`src/rtl/core/dfma_pkg.sv`:
```
// Shared types, codes and sine table for the density Fourier mode accumulator.
package dfma_pkg;

    localparam logic ACT_ACC  = 1'b0;
    localparam logic ACT_READ = 1'b1;

    localparam int PHASE_W = 15;
    localparam int TRIG_W  = 17;
    localparam int COUNT_W = 32;
    localparam int MODE_W  = 5;

    typedef struct packed {
        logic signed [TRIG_W-1:0] s;
        logic signed [TRIG_W-1:0] c;
    } t_trig;

    typedef struct packed {
        logic in_ready;
        logic capture;
        logic acc_rd;
        logic step_col;
        logic step_row;
        logic clr_wr;
        logic bin_rd;
        logic out_load;
    } t_cmd;

    typedef struct packed {
        logic in_valid;
        logic in_action;
        logic out_free;
    } t_stat;

    function automatic logic signed [TRIG_W-1:0] quarter_sine(input logic [5:0] k);
        logic signed [TRIG_W-1:0] v;
        case (k)
            6'd0:  v = 17'sd0;
            6'd1:  v = 17'sd1608;
            6'd2:  v = 17'sd3212;
            6'd3:  v = 17'sd4808;
            6'd4:  v = 17'sd6393;
            6'd5:  v = 17'sd7962;
            6'd6:  v = 17'sd9512;
            6'd7:  v = 17'sd11039;
            6'd8:  v = 17'sd12540;
            6'd9:  v = 17'sd14010;
            6'd10: v = 17'sd15447;
            6'd11: v = 17'sd16846;
            6'd12: v = 17'sd18205;
            6'd13: v = 17'sd19520;
            6'd14: v = 17'sd20788;
            6'd15: v = 17'sd22006;
            6'd16: v = 17'sd23170;
            6'd17: v = 17'sd24279;
            6'd18: v = 17'sd25330;
            6'd19: v = 17'sd26320;
            6'd20: v = 17'sd27246;
            6'd21: v = 17'sd28106;
            6'd22: v = 17'sd28899;
            6'd23: v = 17'sd29622;
            6'd24: v = 17'sd30274;
            6'd25: v = 17'sd30853;
            6'd26: v = 17'sd31357;
            6'd27: v = 17'sd31786;
            6'd28: v = 17'sd32138;
            6'd29: v = 17'sd32413;
            6'd30: v = 17'sd32610;
            6'd31: v = 17'sd32729;
            6'd32: v = 17'sd32768;
            default: v = 17'sd0;
        endcase
        return v;
    endfunction

    function automatic t_trig sin_cos(input logic [PHASE_W-1:0] phase);
        logic [15:0]              p;
        logic [6:0]               idx;
        logic [1:0]               quad;
        logic [4:0]               r;
        logic signed [TRIG_W-1:0] a;
        logic signed [TRIG_W-1:0] b;
        t_trig                    t;
        p    = {1'b0, phase} + 16'd128;
        idx  = p[14:8];
        quad = idx[6:5];
        r    = idx[4:0];
        a    = quarter_sine({1'b0, r});
        b    = quarter_sine(6'd32 - {1'b0, r});
        case (quad)
            2'd0: begin
                t.s = a;
                t.c = b;
            end
            2'd1: begin
                t.s = b;
                t.c = -a;
            end
            2'd2: begin
                t.s = -a;
                t.c = -b;
            end
            default: begin
                t.s = -b;
                t.c = a;
            end
        endcase
        return t;
    endfunction

endpackage

```
`src/rtl/core/dfma_ctrl.sv`:
```
// Sequencer for bin clearing, accumulate sweeps and bin reads.
module dfma_ctrl #(
    parameter int MODES_Y = 20,
    parameter int MODES_Z = 20,
    localparam int ADDR_W = (MODES_Y * MODES_Z > 1) ? $clog2(MODES_Y * MODES_Z) : 1
) (
    input  logic                  i_clk,
    input  logic                  i_rst_n,
    input  dfma_pkg::t_stat       i_stat,
    output dfma_pkg::t_cmd        o_cmd,
    output logic [ADDR_W-1:0]     o_addr
);
    localparam int NBINS  = MODES_Y * MODES_Z;
    localparam int COL_W  = (MODES_Z > 1) ? $clog2(MODES_Z) : 1;
    localparam logic [ADDR_W-1:0] LAST_BIN = ADDR_W'(NBINS - 1);
    localparam logic [COL_W-1:0]  LAST_COL = COL_W'(MODES_Z - 1);

    localparam logic [2:0] S_CLEAR = 3'd0;
    localparam logic [2:0] S_IDLE  = 3'd1;
    localparam logic [2:0] S_ACC   = 3'd2;
    localparam logic [2:0] S_RD    = 3'd3;
    localparam logic [2:0] S_OUT   = 3'd4;

    logic [2:0]        r_state;
    logic [2:0]        n_state;
    logic [ADDR_W-1:0] r_addr;
    logic [ADDR_W-1:0] n_addr;
    logic [COL_W-1:0]  r_col;
    logic [COL_W-1:0]  n_col;

    always_comb begin
        n_state = r_state;
        n_addr  = r_addr;
        n_col   = r_col;
        o_cmd   = '0;
        case (r_state)
            S_CLEAR: begin
                o_cmd.clr_wr = 1'b1;
                if (r_addr == LAST_BIN) begin
                    n_addr  = '0;
                    n_state = S_IDLE;
                end else begin
                    n_addr = r_addr + 1'b1;
                end
            end
            S_IDLE: begin
                o_cmd.in_ready = 1'b1;
                if (i_stat.in_valid) begin
                    o_cmd.capture = 1'b1;
                    n_addr        = '0;
                    n_col         = '0;
                    n_state       = (i_stat.in_action == dfma_pkg::ACT_ACC) ? S_ACC : S_RD;
                end
            end
            S_ACC: begin
                o_cmd.acc_rd = 1'b1;
                if (r_col == LAST_COL) begin
                    n_col          = '0;
                    o_cmd.step_row = 1'b1;
                end else begin
                    n_col          = r_col + 1'b1;
                    o_cmd.step_col = 1'b1;
                end
                if (r_addr == LAST_BIN) begin
                    n_addr  = '0;
                    n_state = S_IDLE;
                end else begin
                    n_addr = r_addr + 1'b1;
                end
            end
            S_RD: begin
                o_cmd.bin_rd = 1'b1;
                n_state      = S_OUT;
            end
            S_OUT: begin
                if (i_stat.out_free) begin
                    o_cmd.out_load = 1'b1;
                    n_state        = S_IDLE;
                end
            end
            default: begin
                n_state = S_IDLE;
            end
        endcase
    end

    always_ff @(posedge i_clk) begin
        if (!i_rst_n) begin
            r_state <= S_CLEAR;
            r_addr  <= '0;
            r_col   <= '0;
        end else begin
            r_state <= n_state;
            r_addr  <= n_addr;
            r_col   <= n_col;
        end
    end

    assign o_addr = r_addr;

endmodule

```
`config.mk`:
```
export PLATFORM = sky130hd
export DESIGN_NAME = dfma_ctrl
export DESIGN_NICKNAME = d
export VERILOG_FILES = /design/src/rtl/core/dfma_pkg.sv /design/src/rtl/core/dfma_ctrl.sv
export SDC_FILE = /design/constraint.sdc
export NUM_CORES = 1
export LEC_CHECK = 0
export ABC_CLOCK_PERIOD_IN_PS = 1900
export BUFFER_PORTS_ARGS = -buffer_cell sky130_fd_sc_hd__buf_2
export CORE_MARGIN = 2
export CORE_UTILIZATION = 38
export CTS_BUF_LIST = sky130_fd_sc_hd__clkbuf_4 sky130_fd_sc_hd__clkbuf_8
export CTS_CLUSTER_SIZE = 20
export DETAILED_ROUTE_END_ITERATION = 12
export PLACE_DENSITY = 0.6
export SLEW_MARGIN = 20
export SYNTH_ARGS = -nofsm -noshare
export SYNTH_HDL_FRONTEND = slang
export SYNTH_SLANG_ARGS = --single-unit
```
`constraint.sdc`:
```
create_clock -name i_clk -period 1.9 [get_ports i_clk]
set_input_delay 0.38 -clock i_clk [delete_from_list [all_inputs] [get_ports i_clk]]
set_output_delay 0.38 -clock i_clk [all_outputs]
set_load 0.1 [all_outputs]
```
==> summary.md <==
| Metric | Value |
|---|---|
| Buffers on Ports | 21 |
| TritonCTS buffer count | 3 |
| Core Rows | 18 |
| Detail Route Antenna Nets | 0 |
| Clock root cell | clkbuf_4 |
| CP max FO | 3 |
| Worst-skew pair later-pin latency | 290 ps |
| Setup CP Type | reg2out |
| Num Clock Sinks | 17 |
| Register bit total from synthesis | 17 |
| Max IR drop VDD | 0.000405 V |
| Initial Utilization | 0.396 |
| Global-route wire length before repair | 3.51 mm |
| Fin crit share | 0.996 |
| GPL Wtd Cong | 0.761 |
| Largest net degree at the start of global routing | 13 |
| Crit. End Element | output pin |
| Synth-to-layout area growth | 34.0% |
| Status | completed |
| Total wire length | 2.19 mm |
| Slew @ Worst Pin | 486 ps |
| Worst path required time | 1520 ps |
| Drt pass-1 iters | 4 |
| Static leakage | 0.000558 uW |
| Crit path time final | 1890 ps |
| GRT Total Usage | 0.162 |
| Clock Path Buffers | 2 |
| Slew Limit Fails | 0 |
| Setup ws final | 7.31 ps |
| Mapped Area | 972 um2 |
| Routed len/inst | 12.2 um |
| # fillers | 237 |
| Critical Path Start Type | flop |
| Die footprint | 2980 um2 |
| Worst slew margin | 0.678 |
| Clock transition at path regs | 100 ps |
| # IOs | 22 |
| Distinct cell type count after synthesis | 39 |
| H-Tree Depth | 1 |
| Post-Layout Inst Area | 1300 um2 |
| Data arrival, critical path | 1510 ps |
| Vias per inst | 5.39 |
| Final hold vios | 0 |
| Vias in the first global route | 801 |
| Sequential area share after synthesis | 0.350 |
| DR iter-0 viols | 7 |
| Clk pwr share | 0.305 |
| GRT Residual Overflow | 0 |
| Synth Instances | 120 |
| Max Fclk | 528 MHz |
| Pre-CTS setup slack | 94.5 ps |
| Pint | 456 uW |
| Core Footprint | 2450 um2 |
| Post-Syn Nets | 127 |
| DRC | 0 |
| Vias after detailed routing | 964 |
| Hold Path Class | in2reg |
| Share of cells above drive strength 1 | 0.403 |
| Syn_area_per_cell | 8.10 um2 |
| DIE WIDTH | 54.6 um |
| RSZ-0062 raised after global routing | yes |
| Combinational share of power | 0.115 |
| Clock skew | 2.72 ps |
| Synth Warn # | 0 |
| Layout Nets | 157 |
| Antenna violations before repair | 0 |
| Pwr/cell area | 488 nW/um2 |
| Die Y | 54.6 um |
| Switching power | 179 uW |
| Max-Cap Viols | 0 |
| Setup Viol. Count Final | 0 |
| Area post-placement | 1180 um2 |
| Seq pwr share | 0.579 |
| HPWL after DPL | 1.55 mm |
| Switch share | 0.282 |
| CTS tree | yes |
| Diode count | 0 |
==> sequential cells by signal, indices dropped and copies added, names as in the netlist <==
register and flops:
o_addr 9, r_state 3, r_col 5
==> cells by family (layout without fill, tap and decap cells) <==
| family | count (synthesis) | in the layout | synth area share |
|---|---|---|---|
| AND/OR/NAND/NOR | 58 | 58 | 0.337 |
| AO/OA/AOI/OAI | 29 | 29 | 0.192 |
| flip-flops | 17 | 17 | 0.350 |
| buffers and inverters | 12 | 41 | 0.0746 |
| adder cells (fa/ha/maj) | 2 | 2 | 0.0257 |
| multiplexers | 2 | 2 | 0.0206 |
==> synthesized netlist by cell type <==
library cell   n  area share
o21ai_1        3       0.015
buf_6          3       0.035
inv_1          4       0.015
o21a_1         1      0.0077
nand4_1        1      0.0064
and3_1         4       0.026
a21o_1         2       0.015
or4_1          1      0.0077
a22oi_1        2       0.015
nand3_1        7       0.036
ha_1           2       0.026
clkbuf_1       3       0.012
a31oi_2        1       0.013
nor4b_1        1      0.0090
and2_1         3       0.019
nand2b_1       3       0.019
buf_2          1      0.0051
a21boi_1       1      0.0077
or3b_1         2       0.018
or3_1          1      0.0064
nor3b_4        1       0.019
mux2i_1        2       0.021
nand2_1        9       0.035
buf_4          1      0.0077
o211ai_1       1      0.0077
or2_1          1      0.0064
o211ai_2       1       0.013
a211oi_1       1      0.0077
a21oi_1        9       0.046
nand3b_1       3       0.023
a2111oi_0      1      0.0090
nor4bb_1       1       0.010
o21ai_0        4       0.021
dfxtp_1       17        0.35
nor2_1        13       0.050
nor3_1         4       0.021
nand4b_1       2       0.018
nor2b_1        1      0.0064
a31oi_1        2       0.013
==> path summary, 6_finish.rpt <==
kind | start | slack, ps | to | cells past startpoint
min reg2reg | r_col[4] | 480 | r_col[4] | 2
max reg2reg | o_addr[0] | 280 | o_addr[6] | 5
max | r_col[1] | 7 | o_cmd[3] | 4
min | i_stat[0] | 390 | r_state[2] | 3
==> power groups by stage <==
stage               registers, uW  clock network, uW  logic (uW)
finish                        368                194        73.2
global route                  369                217        77.1
CTS                           368                203        73.6
detailed placement            376                  0        73.2
global placement              376                  0        72.8
floorplan                     416                  0        19.2
==> worst max-delay path: stages, from the launching register on <==
cell      delay (ps)
dfxtp_2          370
ha_4             140
nor4bb_4         280
and3_4           270
buf_12           170
==> routing by layer <==
| metal | global-route usage | vias up | share of wire |
|---|---|---|---|
| li1 | - | 491 | - |
| met1 | 0.224 | 452 | 0.48 |
| met2 | 0.250 | 19 | 0.48 |
| met3 | 0.0246 | 2 | 0.034 |
| met4 | 0.0625 | 0 | 0.0064 |
| met5 | 0 | - | 0 |
==> layout make-up <==
cell class,instances,area [um2],area share
Clock inverter,1,5.00,0.00384
Sequential cell,17,363,0.279
Clock buffer,3,22.5,0.0173
Timing Repair Buffer,33,258,0.198
Multi-Input combinational cell,91,602,0.462
Tap cell,30,37.5,0.0288
Inverter,4,15.0,0.0115
==> metrics by stage <==
step	setup TNS (ps)	instances	hold WS (ps)	total power, uW	utilization
global route	-72.4	179	392	663	0.531
CTS	0	176	388	645	0.515
finish	0	179	392	635	0.531
floorplan	-1430	120	453	435	-
detailed placement	0	170	470	450	0.481
global placement	0	170	461	449	0.481
==> what timing repair did <==
action / 4_1_cts / 5_1_grt
gates resized for setup: 10 / 7
buffers inserted: 3 / 3
hold buffers: 0 / 0
pin swaps: 2 / 3
endpoints found under the setup margin: 5 / 4
==> placed cells by master, fill, tap and decap left out, drive strengths merged, types with 2 or more instances in the layout <==
cell type / synthesis / layout
buf: 5 / 32
ha: 2 / 2
a22oi: 2 / 2
and3: 4 / 4
a21o: 2 / 2
or3b: 2 / 2
a31oi: 3 / 3
nand3b: 3 / 3
and2: 3 / 3
nor2: 13 / 13
nand2: 9 / 9
mux2i: 2 / 2
dfxtp: 17 / 17
inv: 4 / 4
nand3: 7 / 7
o21ai: 7 / 7
nand4b: 2 / 2
nand2b: 3 / 3
o211ai: 2 / 2
a21oi: 9 / 9
clkbuf: 3 / 4
nor3: 4 / 4
Note: power is estimated with default switching activity, not from simulation.
